$ cat src/vfb_pkg.sv
package vfb_pkg;

	localparam int RING_DEPTH_DEF  = 128;
	localparam int RETURN_BITS_DEF = 16;

	localparam int CFG_IDX_BITS = 3;
	localparam int CFG_DATA_BITS = 16;

	localparam logic [CFG_IDX_BITS-1:0] REG_WARMUP = 3'd0;
	localparam logic [CFG_IDX_BITS-1:0] REG_SHORT  = 3'd1;
	localparam logic [CFG_IDX_BITS-1:0] REG_LONG   = 3'd2;
	localparam logic [CFG_IDX_BITS-1:0] REG_LAMA   = 3'd3;
	localparam logic [CFG_IDX_BITS-1:0] REG_LAMB   = 3'd4;

	localparam int VAR_BITS   = 31;
	localparam int DAY_BITS   = 20;
	localparam int TOTAL_BITS = 51;
	localparam int WSUM_BITS  = 38;
	localparam int DIV_BITS   = 51;
	localparam int DEN_BITS   = 20;

	localparam logic [VAR_BITS-1:0] Q30_ONE = 31'h4000_0000;

	function automatic logic [VAR_BITS-1:0] clamp_q30(input logic [DIV_BITS-1:0] v);
		if (v > DIV_BITS'(Q30_ONE))
			return Q30_ONE;
		return v[VAR_BITS-1:0];
	endfunction

endpackage

$ cat src/vfb_divider.sv
// Restoring divider, one quotient bit per cycle.
module vfb_divider
	import vfb_pkg::*;
(
	input  logic                clk,
	input  logic                arst_n,
	input  logic                start,
	input  logic [DIV_BITS-1:0] dividend,
	input  logic [DEN_BITS-1:0] divisor,
	output logic                done,
	output logic [DIV_BITS-1:0] quotient
);

	localparam int CNT_BITS = $clog2(DIV_BITS + 1);

	logic [DIV_BITS-1:0] quo_q;
	logic [DEN_BITS:0]   rem_q;
	logic [DEN_BITS-1:0] den_q;
	logic [CNT_BITS-1:0] cnt_q;
	logic                busy_q;
	logic                done_q;
	logic [DEN_BITS+1:0] trial;
	logic [DEN_BITS+1:0] shifted;

	assign shifted = {rem_q, quo_q[DIV_BITS-1]};
	assign trial   = shifted - {2'b00, den_q};

	always_ff @(posedge clk or negedge arst_n) begin
		if (!arst_n) begin
			busy_q <= 1'b0;
			done_q <= 1'b0;
			cnt_q  <= '0;
		end else begin
			done_q <= 1'b0;
			if (start) begin
				busy_q <= 1'b1;
				cnt_q  <= CNT_BITS'(DIV_BITS);
			end else if (busy_q) begin
				cnt_q <= cnt_q - 1'b1;
				if (cnt_q == CNT_BITS'(1)) begin
					busy_q <= 1'b0;
					done_q <= 1'b1;
				end
			end
		end
	end

	always_ff @(posedge clk) begin
		if (start) begin
			quo_q <= dividend;
			rem_q <= '0;
			den_q <= divisor;
		end else if (busy_q) begin
			if (!trial[DEN_BITS+1]) begin
				rem_q <= trial[DEN_BITS:0];
				quo_q <= {quo_q[DIV_BITS-2:0], 1'b1};
			end else begin
				rem_q <= shifted[DEN_BITS:0];
				quo_q <= {quo_q[DIV_BITS-2:0], 1'b0};
			end
		end
	end

	assign done     = done_q;
	assign quotient = quo_q;

endmodule

$ cat config.mk
export PLATFORM = sky130hd
export DESIGN_NAME = vfb_divider
export DESIGN_NICKNAME = d
export VERILOG_FILES = /design/src/vfb_pkg.sv /design/src/vfb_divider.sv
export SDC_FILE = /design/constraint.sdc
export NUM_CORES = 1
export LEC_CHECK = 0
export ABC_AREA = 1
export BUFFER_PORTS_ARGS = -buffer_cell sky130_fd_sc_hd__buf_2
export CORE_MARGIN = 1.5
export CORE_UTILIZATION = 55
export DETAILED_ROUTE_END_ITERATION = 6
export PLACE_DENSITY = 0.79
export SYNTH_ARGS = -nofsm -noshare
export SYNTH_HDL_FRONTEND = slang
export SYNTH_SLANG_ARGS = --single-unit
$ cat constraint.sdc
create_clock -name clk -period 3 [get_ports clk]
set_clock_uncertainty 0.2 [all_clocks]
set_input_delay 0.3 -clock clk [delete_from_list [all_inputs] [get_ports clk]]
set_output_delay 0.3 -clock clk [all_outputs]
set_load 0.01 [all_outputs]
==> run summary <==
status: finished clean
Setup WS post-layout: 0.491 ns
# IOs: 126
CP Max Fanout: 5
DIE AREA: 10,800 um^2
WP depth: 15
cell family with most CP delay: simple AND/OR/NAND/NOR gates
sequential-to-total area share from yosys stat: 49.0%
Critical Path, Cell by Cell: inv_1, ha_1, fa_1, inv_1, nand3_1, nand3_1, nand2_1, nand2_1, nand3_1, nand3_1, nand2_1, inv_1, nand2_1, nand3_1, nand2_1
Routed WL per cell: 14.3 um
CTS Root Cell: clkbuf_8
synthesized cell area: 5620 um^2
Min Clock Period, post-route: 2.51 ns
num rows: 36
Setup WS pre-CTS: 0.556 ns
#FFs+latches synth: 100
via count: 5,440
Placed Cells: 981
layout cells sized above 1: 17.1%
syn_nets: 834
Worst path slowest cell: fa_1
Critical Path End Type: flip-flop
worst hold path type: primary input to flip-flop
# setup viols final: 0
# port buffers: 125
critical path startpoint category: flip-flop
P per Cell Area: 677 nW/um^2
slew of the pin with the lowest slew margin: 0.850 ns
final WL: 15.3 mm
Setup Buffers After CTS: 0
routability cong.: 0.927
unrepaired setup endpoints after global routing: no
final net count: 1,027
setup_tns: 0 ns
min-delay src: dividend[41]
initial antenna violation count: 0
Hold Path End: quotient[41]
ys flop type: edfxtp_1
Final Slew Violations: 0
DRC violations left: 0
clock-pin slew on the worst setup and hold paths: 0.11 ns
Max-Slew Margin vs Limit: 43.3%
pin count of the biggest net entering global routing: 71
Post-synth EDFFs: 71
first-pass GRT wire length: 25.3 mm
fraction of registers with async set/reset: 8.00%
R2R cell count: 15
Worst EP required: 3.09 ns
post-synthesis cell count: 737
Die X-Extent: 104 um
htree depth: 3
Final Hold Violating Endpoints: 0
syn avg cell area: 7.63 um^2
GR Overflow Total: 0
Final Non-Filler Cells: 1,068
worst reg2reg setup slack: 0.49 ns
DR pass1 iterations: 5
filler cell count: 717
DPL Wire Length: 9.26 mm
critical path arrival: 2.60 ns
MaxCap Viol Count: 0
RR Endpoint: rem_q[14]
worst path bufs/invs: 3
Max Fclk: 398 MHz
cts bufs inserted: 9
Max stage delay on crit path: 0.40 ns
vias per cell: 5.09
Total Routing Usage GR: 29.3%
Leak: 3.86 nW
CTS tree: built
number of global-route vias before repair: 5,584
Setup crit start: quotient[50]
crit path kind: flip-flop to flip-flop
Peak supply drop: 0.462 mV
Chip Height: 104 um
Tcrit/Tclk final: 83.6%
Yosys Warn Count: 0
Gates resized, CTS repair: 0
Area Growth Syn to Fin: 29.6%
hold path depth: 3
Antenna Nets Post-Route: 0
Starting Density: 57.0%
CTS sink cnt: 100
core area: 9860 um^2
cts hold-fix bufs: 71
Util after Layout: 73.8%
Ant. Diodes: 0
Clk Latency, worst-skew pair: 0.39 ns
Synth cell types: 32
Max Root-Sink Buffers: 2
Min Hold Slack: 0.0535 ns
worst flop-to-flop path startpoint: quotient[50]
drt first-iter violations: 276
[final cells by class]
type | instances | area, um^2 | area share [%]
tap | 133 | 166 | 2.28
clock buffer | 10 | 138 | 1.89
sequential | 100 | 2750 | 37.8
timing repair buffer | 200 | 1380 | 18.9
inverter | 108 | 405 | 5.57
multi-input combinational | 511 | 2370 | 32.5
clock inverter | 6 | 76.3 | 1.05
[stage by stage]
stage          total power [mW]  area [um^2]
2_1_floorplan              3.45         5620
3_3_place_gp               3.83         6360
3_5_place_dp               3.88         6360
4_1_cts                    4.91         7280
5_1_grt                    5.30         7280
6_report                   4.93         7280
[synthesized netlist by cell type (2+ instances only)]
library cell | n | share of area, %
nor3_1 | 3 | 0.27
nand2_4 | 3 | 0.60
nor2_1 | 33 | 2.2
clkbuf_1 | 13 | 0.87
nand4_1 | 4 | 0.45
a21oi_1 | 15 | 1.3
nand2_2 | 3 | 0.33
o21bai_1 | 3 | 0.40
edfxtp_1 | 71 | 38
buf_6 | 2 | 0.40
nand2_1 | 351 | 23
ha_1 | 22 | 4.9
nand3_1 | 44 | 3.9
xor2_1 | 6 | 0.93
o21ai_0 | 7 | 0.62
dfxtp_1 | 21 | 7.5
inv_1 | 107 | 7.1
dfrtp_1 | 8 | 3.6
nor2_2 | 3 | 0.33
xnor2_1 | 6 | 0.93
[cells by family after synthesis]
group / Yosys count / share of synthesized area (%)
XOR/XNOR: 12 / 1.87
AO/OA/AOI/OAI: 27 / 2.65
flip-flops: 100 / 49.0
adder cells (fa/ha/maj): 23 / 5.25
buffers and inverters: 126 / 8.90
AND/OR/NAND/NOR: 449 / 32.3
[worst max path at each step]
stage                     end  slack [ns]
finish              rem_q[14]        0.49
global route        rem_q[14]        0.36
CTS                 rem_q[14]        0.52
detailed placement  rem_q[14]        0.56
global placement    rem_q[14]        0.60
floorplan           rem_q[14]        0.85
[where the power goes]
group          total [mW]  switching, mW  internal [mW]
Clock               0.957          0.533          0.424
Combinational        2.12           1.33          0.790
Sequential           1.85          0.147           1.71
Total                4.93           2.01           2.92
[worst reg2reg max path: cells and delay by family, from the launching register on]
family | cells | cell delay, ns
and+or+nand+nor | 10 | 1.02
adders and majority gates | 2 | 0.63
DFF | 1 | 0.36
buffers and inverters | 3 | 0.21
[sequential cells by signal (all words and copies together), names as in the netlist]
register,flops
quotient,51
busy_q,1
rem_q,21
done,1
cnt_q,6
den_q,20
[layout by cell type (no fill, tap or decap), types with 2 or more instances in the layout]
cell type	count
dlygate4sd3_1	71
o21bai_1	3
dfrtp_1	8
buf_4	3
nand4_1	4
xnor2_1	6
nand2_4	3
ha_1	22
nand3_1	44
nor3_1	3
inv_1	106
edfxtp_1	71
a21oi_1	15
xor2_1	6
o21ai_0	7
nor2_1	33
clkbuf_8	10
nor2_2	3
nand2_1	351
clkinv_4	2
dfxtp_1	21
buf_2	125
nand2_2	3
inv_2	2
inv_6	2
[metal layers]
metal  up-vias  share of wire, %  GRT usage (%)
met5         -                 0              0
met4         0               2.5           11.1
met3        39               8.3           7.77
met2       252                50           51.9
met1      2486                39           33.9
li1       2663                 -              -
Power figures use the tool's default switching activity.
