--- src/vfb_pkg.sv ---
package vfb_pkg;

	localparam int RING_DEPTH_DEF  = 128;
	localparam int RETURN_BITS_DEF = 16;

	localparam int CFG_IDX_BITS = 3;
	localparam int CFG_DATA_BITS = 16;

	localparam logic [CFG_IDX_BITS-1:0] REG_WARMUP = 3'd0;
	localparam logic [CFG_IDX_BITS-1:0] REG_SHORT  = 3'd1;
	localparam logic [CFG_IDX_BITS-1:0] REG_LONG   = 3'd2;
	localparam logic [CFG_IDX_BITS-1:0] REG_LAMA   = 3'd3;
	localparam logic [CFG_IDX_BITS-1:0] REG_LAMB   = 3'd4;

	localparam int VAR_BITS   = 31;
	localparam int DAY_BITS   = 20;
	localparam int TOTAL_BITS = 51;
	localparam int WSUM_BITS  = 38;
	localparam int DIV_BITS   = 51;
	localparam int DEN_BITS   = 20;

	localparam logic [VAR_BITS-1:0] Q30_ONE = 31'h4000_0000;

	function automatic logic [VAR_BITS-1:0] clamp_q30(input logic [DIV_BITS-1:0] v);
		if (v > DIV_BITS'(Q30_ONE))
			return Q30_ONE;
		return v[VAR_BITS-1:0];
	endfunction

endpackage

--- src/vfb_ewma_mac.sv ---
// Bit-serial EWMA update: lam*s + (65536-lam)*r2, LSB of the weight first; shift the
// accumulator one bit per step.
module vfb_ewma_mac
	import vfb_pkg::*;
(
	input  logic                clk,
	input  logic                arst_n,
	input  logic                start,
	input  logic [15:0]         lam,
	input  logic [VAR_BITS-1:0] s,
	input  logic [VAR_BITS-1:0] r2,
	output logic                done,
	output logic [VAR_BITS-1:0] result
);

	localparam int ACC_BITS = VAR_BITS + 18;

	logic [16:0]         wa_q, wb_q;
	logic [VAR_BITS-1:0] s_q, r_q;
	logic [ACC_BITS-1:0] acc_q;
	logic [4:0]          cnt_q;
	logic                busy_q, done_q;
	logic [ACC_BITS-1:0] addend;
	logic [ACC_BITS-1:0] sum;
	logic [ACC_BITS-1:0] fin;

	assign addend = (wa_q[0] ? ACC_BITS'(s_q) : '0) + (wb_q[0] ? ACC_BITS'(r_q) : '0);
	assign sum    = acc_q + (addend << 17);
	assign fin    = acc_q >> 16;

	always_ff @(posedge clk or negedge arst_n) begin
		if (!arst_n) begin
			busy_q <= 1'b0;
			done_q <= 1'b0;
			cnt_q  <= '0;
		end else begin
			done_q <= 1'b0;
			if (start) begin
				busy_q <= 1'b1;
				cnt_q  <= 5'd17;
			end else if (busy_q) begin
				cnt_q <= cnt_q - 1'b1;
				if (cnt_q == 5'd1) begin
					busy_q <= 1'b0;
					done_q <= 1'b1;
				end
			end
		end
	end

	always_ff @(posedge clk) begin
		if (start) begin
			wa_q  <= {1'b0, lam};
			wb_q  <= 17'h10000 - {1'b0, lam};
			s_q   <= s;
			r_q   <= r2;
			acc_q <= '0;
		end else if (busy_q) begin
			wa_q  <= wa_q >> 1;
			wb_q  <= wb_q >> 1;
			acc_q <= sum >> 1;
		end
	end

	assign done   = done_q;
	assign result = (fin > ACC_BITS'(Q30_ONE)) ? Q30_ONE : fin[VAR_BITS-1:0];

endmodule

--- config.mk ---
export PLATFORM = sky130hd
export DESIGN_NAME = vfb_ewma_mac
export DESIGN_NICKNAME = d
export VERILOG_FILES = /design/src/vfb_pkg.sv /design/src/vfb_ewma_mac.sv
export SDC_FILE = /design/constraint.sdc
export NUM_CORES = 1
export LEC_CHECK = 0
export BUFFER_PORTS_ARGS = -buffer_cell sky130_fd_sc_hd__buf_2
export CORE_MARGIN = 2
export CORE_UTILIZATION = 55
export CTS_BUF_LIST = sky130_fd_sc_hd__clkbuf_4
export CTS_CLUSTER_DIAMETER = 30
export DETAILED_ROUTE_END_ITERATION = 7
export PLACE_DENSITY = 0.79
export SLEW_MARGIN = 20
export SYNTH_ARGS = -nofsm -noshare
export SYNTH_HDL_FRONTEND = slang
export SYNTH_SLANG_ARGS = --single-unit
--- constraint.sdc ---
create_clock -name clk -period 4.1 [get_ports clk]
set_input_delay 0.205 -clock clk [delete_from_list [all_inputs] [get_ports clk]]
set_output_delay 0.205 -clock clk [all_outputs]
set_load 0.02 [all_outputs]
==> qor.json <==
{
  "final-setup-viol-count": {"value": 18},
  "vias_per_cell": {"value": 5.723},
  "fin_crit": {"value": 4.643, "unit": "ns"},
  "cts.sinks": {"value": 134},
  "start_util": {"value": 55.97, "unit": "%"},
  "maximum_number_of_pins_on_one_net_before_global_route_repair": {"value": 62},
  "drcViolationCount": {"value": 0},
  "sequential_share_of_the_synthesized_area": {"value": 41.41, "unit": "%"},
  "wire_length_of_the_first_global_routing_pass": {"value": 39.24, "unit": "mm"},
  "cts_root_buffer": {"value": "clkbuf_4"},
  "slew_headroom": {"value": 51.27, "unit": "%"},
  "arrival": {"value": 5.08, "unit": "ns"},
  "post-route-util": {"value": 78.96, "unit": "%"},
  "max_slew.worst_pin.slew": {"value": 0.7309, "unit": "ns"},
  "drive_gt1_share": {"value": 34.85, "unit": "%"},
  "critPathMaxFanout": {"value": 5},
  "clock_insertion_delay_worst_skew": {"value": 0.58, "unit": "ns"},
  "floorplan.core_area": {"value": 0.01583, "unit": "mm^2"},
  "final_min_period_over_clock_period": {"value": 113.2, "unit": "%"},
  "syn-cell-area": {"value": 0.008858, "unit": "mm^2"},
  "worstHoldPathType": {"value": "in -> reg"},
  "grt_setup_unrepaired": {"value": "yes"},
  "tritoncts.num_buffers": {"value": 17},
  "kind_of_capture_point_of_the_worst_setup_path": {"value": "flip-flop"},
  "power.density_cell_area": {"value": 571.3, "unit": "mW/mm^2"},
  "detailedRoute.firstPassIterationCount": {"value": 5},
  "worst_hold_path.num_cells": {"value": 3},
  "async_reset_ff_share": {"value": 5.224, "unit": "%"},
  "htree_num_levels": {"value": 4},
  "postRouteAntennaNets": {"value": 0},
  "max_cap_violations": {"value": 0},
  "worst_path_cell_chain": {"value": "buf_6, and2_4, ha_4, buf_6, a211oi_2, nor2_2, o41ai_4, o21ai_2, a221oi_2, o21bai_1, a21oi_2, xnor2_1, ha_2, and2_4, nand4_1, or3_1, o32a_1, a31oi_2, a31oi_1, o41ai_1"},
  "vias": {"value": 8419},
  "detail_route.iter0.violations": {"value": 672},
  "cts_tree": {"value": "done"},
  "die_y": {"value": 130.9, "unit": "um"},
  "worstReg2RegStart": {"value": "wa_q[0]"},
  "min_to": {"value": "wa_q[0]"},
  "worst_slack": {"value": -0.5430, "unit": "ns"},
  "worst_path_largest_cell_delay": {"value": 0.48, "unit": "ns"},
  "clkTransAtPathRegs": {"value": 0.13, "unit": "ns"},
  "total_leakage_power": {"value": 0.005654, "unit": "uW"},
  "r2r-end": {"value": "acc_q[40]"},
  "routability_congestion": {"value": 0.9564},
  "number_of_flip_flops_and_latches_in_the_synthesized_netlist": {"value": 134},
  "chipWidth": {"value": 130.9, "unit": "um"},
  "dieArea": {"value": 0.01714, "unit": "mm^2"},
  "area_delta_synth_final": {"value": 41.09, "unit": "%"},
  "timing.final.max_slew_violations": {"value": 0},
  "grt_antenna_before_repair": {"value": 1},
  "global_route.overflow_total": {"value": 0},
  "timing.clock.skew": {"value": 0.01898, "unit": "ns"},
  "timing.critical_path.required": {"value": 4.54, "unit": "ns"},
  "final_nets": {"value": 1394},
  "setup.reg_to_reg.worst_slack": {"value": -0.54, "unit": "ns"},
  "number_of_enable_flip_flop_cells_after_synthesis": {"value": 95},
  "vdd.ir_drop.worst": {"value": 333.0, "unit": "uV"},
  "dpl_ws": {"value": -0.3759, "unit": "ns"},
  "wire_per_inst": {"value": 17.65, "unit": "um"},
  "status": {"value": "finished, violations left"},
  "rr_worst_depth": {"value": 20},
  "port_buffers": {"value": 112},
  "final.fill_count": {"value": 931},
  "grt_pass1_vias": {"value": 8040},
  "critPathKind": {"value": "reg -> reg"},
  "dp_hpwl": {"value": 16.44, "unit": "mm"},
  "achievable_freq": {"value": 215.4, "unit": "MHz"},
  "worst_hold_startpoint": {"value": "lam[0]"},
  "timing.critical_path.from_type": {"value": "flip-flop"},
  "synth_ff_type": {"value": "edfxtp_1"},
  "netlist_instances": {"value": 893},
  "io_pins": {"value": 113},
  "crit_path_top_delay_cell": {"value": "edfxtp_1"},
  "sequential_cell_area": {"value": 0.003669, "unit": "mm^2"},
  "finalWirelength": {"value": 25.96, "unit": "mm"},
  "standard_cell_row_count": {"value": 46},
  "synthesis.yosys.warnings": {"value": 0},
  "area_occupied_by_multi_input_gates": {"value": 0.005538, "unit": "mm^2"},
  "hold_viol_final": {"value": 0},
  "synthDistinctLibCells": {"value": 68},
  "violations_in_the_final_reports": {"value": "setup timing"},
  "ctsLongestPathBuffers": {"value": 2},
  "syn_area_per_cell": {"value": 9.920, "unit": "um^2"},
  "syn_nets": {"value": 1046},
  "grtUsageTotal": {"value": 29.62, "unit": "%"}
}
flip-flops by register name, summed over array words and instances (netlist names):
name	cells
cnt_q	5
done	1
wa_q	16
r_q	31
acc_q	32
wb_q	17
s_q	31
busy_q	1
cell type report:
type	count	share of cell area, %
Multi-Input combinational cell	706	44.31
Sequential cell	134	29.35
Timing Repair Buffer	359	21.37
Tap cell	216	2.162
Clock buffer	18	1.081
Clock inverter	14	1.011
Inverter	23	0.6908
Antenna cell	1	0.02002
synthesized netlist by cell type (4+ instances only):
cell type / instances / share of area [%]
edfxtp_1: 95 / 32
and2_1: 94 / 6.6
ha_1: 70 / 9.9
nand2_1: 68 / 2.9
nor2_1: 68 / 2.9
a21oi_1: 54 / 3.1
xnor2_1: 47 / 4.6
o21ai_0: 33 / 1.9
dfxtp_1: 32 / 7.2
mux2_2: 29 / 3.7
clkbuf_1: 24 / 1.0
a21o_1: 23 / 1.9
inv_1: 23 / 0.97
xor2_1: 22 / 2.2
mux2i_1: 15 / 1.7
nor3_1: 14 / 0.79
o21ai_1: 14 / 0.79
a211oi_1: 12 / 1.0
nand3_1: 12 / 0.68
nand4_1: 12 / 0.85
nor4_1: 11 / 0.78
and3_1: 10 / 0.71
a31oi_1: 9 / 0.64
o21a_1: 8 / 0.68
dfrtp_1: 7 / 2.0
o21bai_1: 7 / 0.59
or3_1: 7 / 0.49
buf_1: 5 / 0.21
nand2b_1: 5 / 0.35
o211ai_1: 5 / 0.42
a211o_1: 4 / 0.40
nor2b_1: 4 / 0.28
nor4b_1: 4 / 0.40
report_power, final:
group	internal (uW)	leakage [uW]	total (uW)	switching, uW
sequential	1750	0.00131	2010	262
clock	309	0.000133	838	528
combinational	2070	0.00421	4290	2220
total	4130	0.00565	7140	3010
worst max-delay path, delay by kind of cell (launching register included):
family,cells,cell delay (ns)
XOR/XNOR,1,0.08
AND/OR/NAND/NOR,5,0.90
adder cells (fa/ha/maj),2,0.54
buffers and inverters,2,0.27
flip-flops,1,0.48
AO/OA/AOI/OAI,10,2.21
placed cells by master, fill, tap and decap left out, types with 16 or more instances in the layout:
| cell type | n |
|---|---|
| xnor2_1 | 37 |
| o21ai_1 | 16 |
| dfxtp_1 | 32 |
| mux2_2 | 29 |
| o21ai_0 | 17 |
| nor2_1 | 60 |
| a21o_1 | 23 |
| inv_1 | 22 |
| nand2_1 | 64 |
| edfxtp_1 | 95 |
| ha_1 | 63 |
| dlygate4sd3_1 | 80 |
| clkbuf_4 | 18 |
| and2_1 | 90 |
| buf_4 | 156 |
| xor2_1 | 22 |
| buf_2 | 111 |
| a21oi_1 | 39 |
layer usage:
| layer | vias up | part of all wire, % | GRT usage [%] |
|---|---|---|---|
| li1 | 3985 | - | - |
| met1 | 3956 | 41 | 38.03 |
| met2 | 410 | 49 | 50.09 |
| met3 | 68 | 7.1 | 5.741 |
| met4 | 0 | 2.6 | 10.76 |
| met5 | - | 0 | 0 |
stage by stage:
step | std cells | total power (uW) | hold slack, ns | instance area [um^2] | setup TNS [ns]
after floorplan | 893 | 4191 | -0.09059 | 8921 | -0.1814
after global placement | 1339 | 5479 | 0.04041 | 10750 | -1.599
after detailed placement | 1339 | 5564 | 0.04553 | 10750 | -3.324
after CTS | 1459 | 6630 | 0.02213 | 12070 | -1.645
after global routing | 1471 | 7569 | 0.05231 | 12500 | -8.202
final | 1471 | 7140 | 0.06957 | 12500 | -5.224
repair_timing:
item / in CTS / in global routing
pin swaps: 34 / 68
setup endpoints to repair: 16 / 21
buffers inserted: 8 / 12
gates resized for setup: 47 / 74
hold endpoints to repair: 88 / 0
hold buffers: 80 / 0
worst max-delay path by stage:
stage	depth (start not counted)	slack, ns	from	endpoint
2_1_floorplan	20	-0.09	wb_q[0]	acc_q[47]
3_3_place_gp	21	-0.28	wb_q[0]	acc_q[45]
3_5_place_dp	20	-0.38	wb_q[0]	acc_q[47]
4_1_cts	20	-0.28	wa_q[0]	acc_q[45]
5_1_grt	20	-0.65	wa_q[0]	acc_q[40]
6_report	20	-0.54	wa_q[0]	acc_q[40]
cell families after synthesis:
| group | count (synthesis) | synth area share, % |
|---|---|---|
| mux | 44 | 5.381 |
| fa+ha+maj | 72 | 10.34 |
| compound gates | 201 | 15.01 |
| xor+xnor | 69 | 6.822 |
| flops | 134 | 41.41 |
| buf+inv | 53 | 2.260 |
| simple gates | 320 | 18.77 |
No activity file was read; power rests on OpenSTA's default activity.
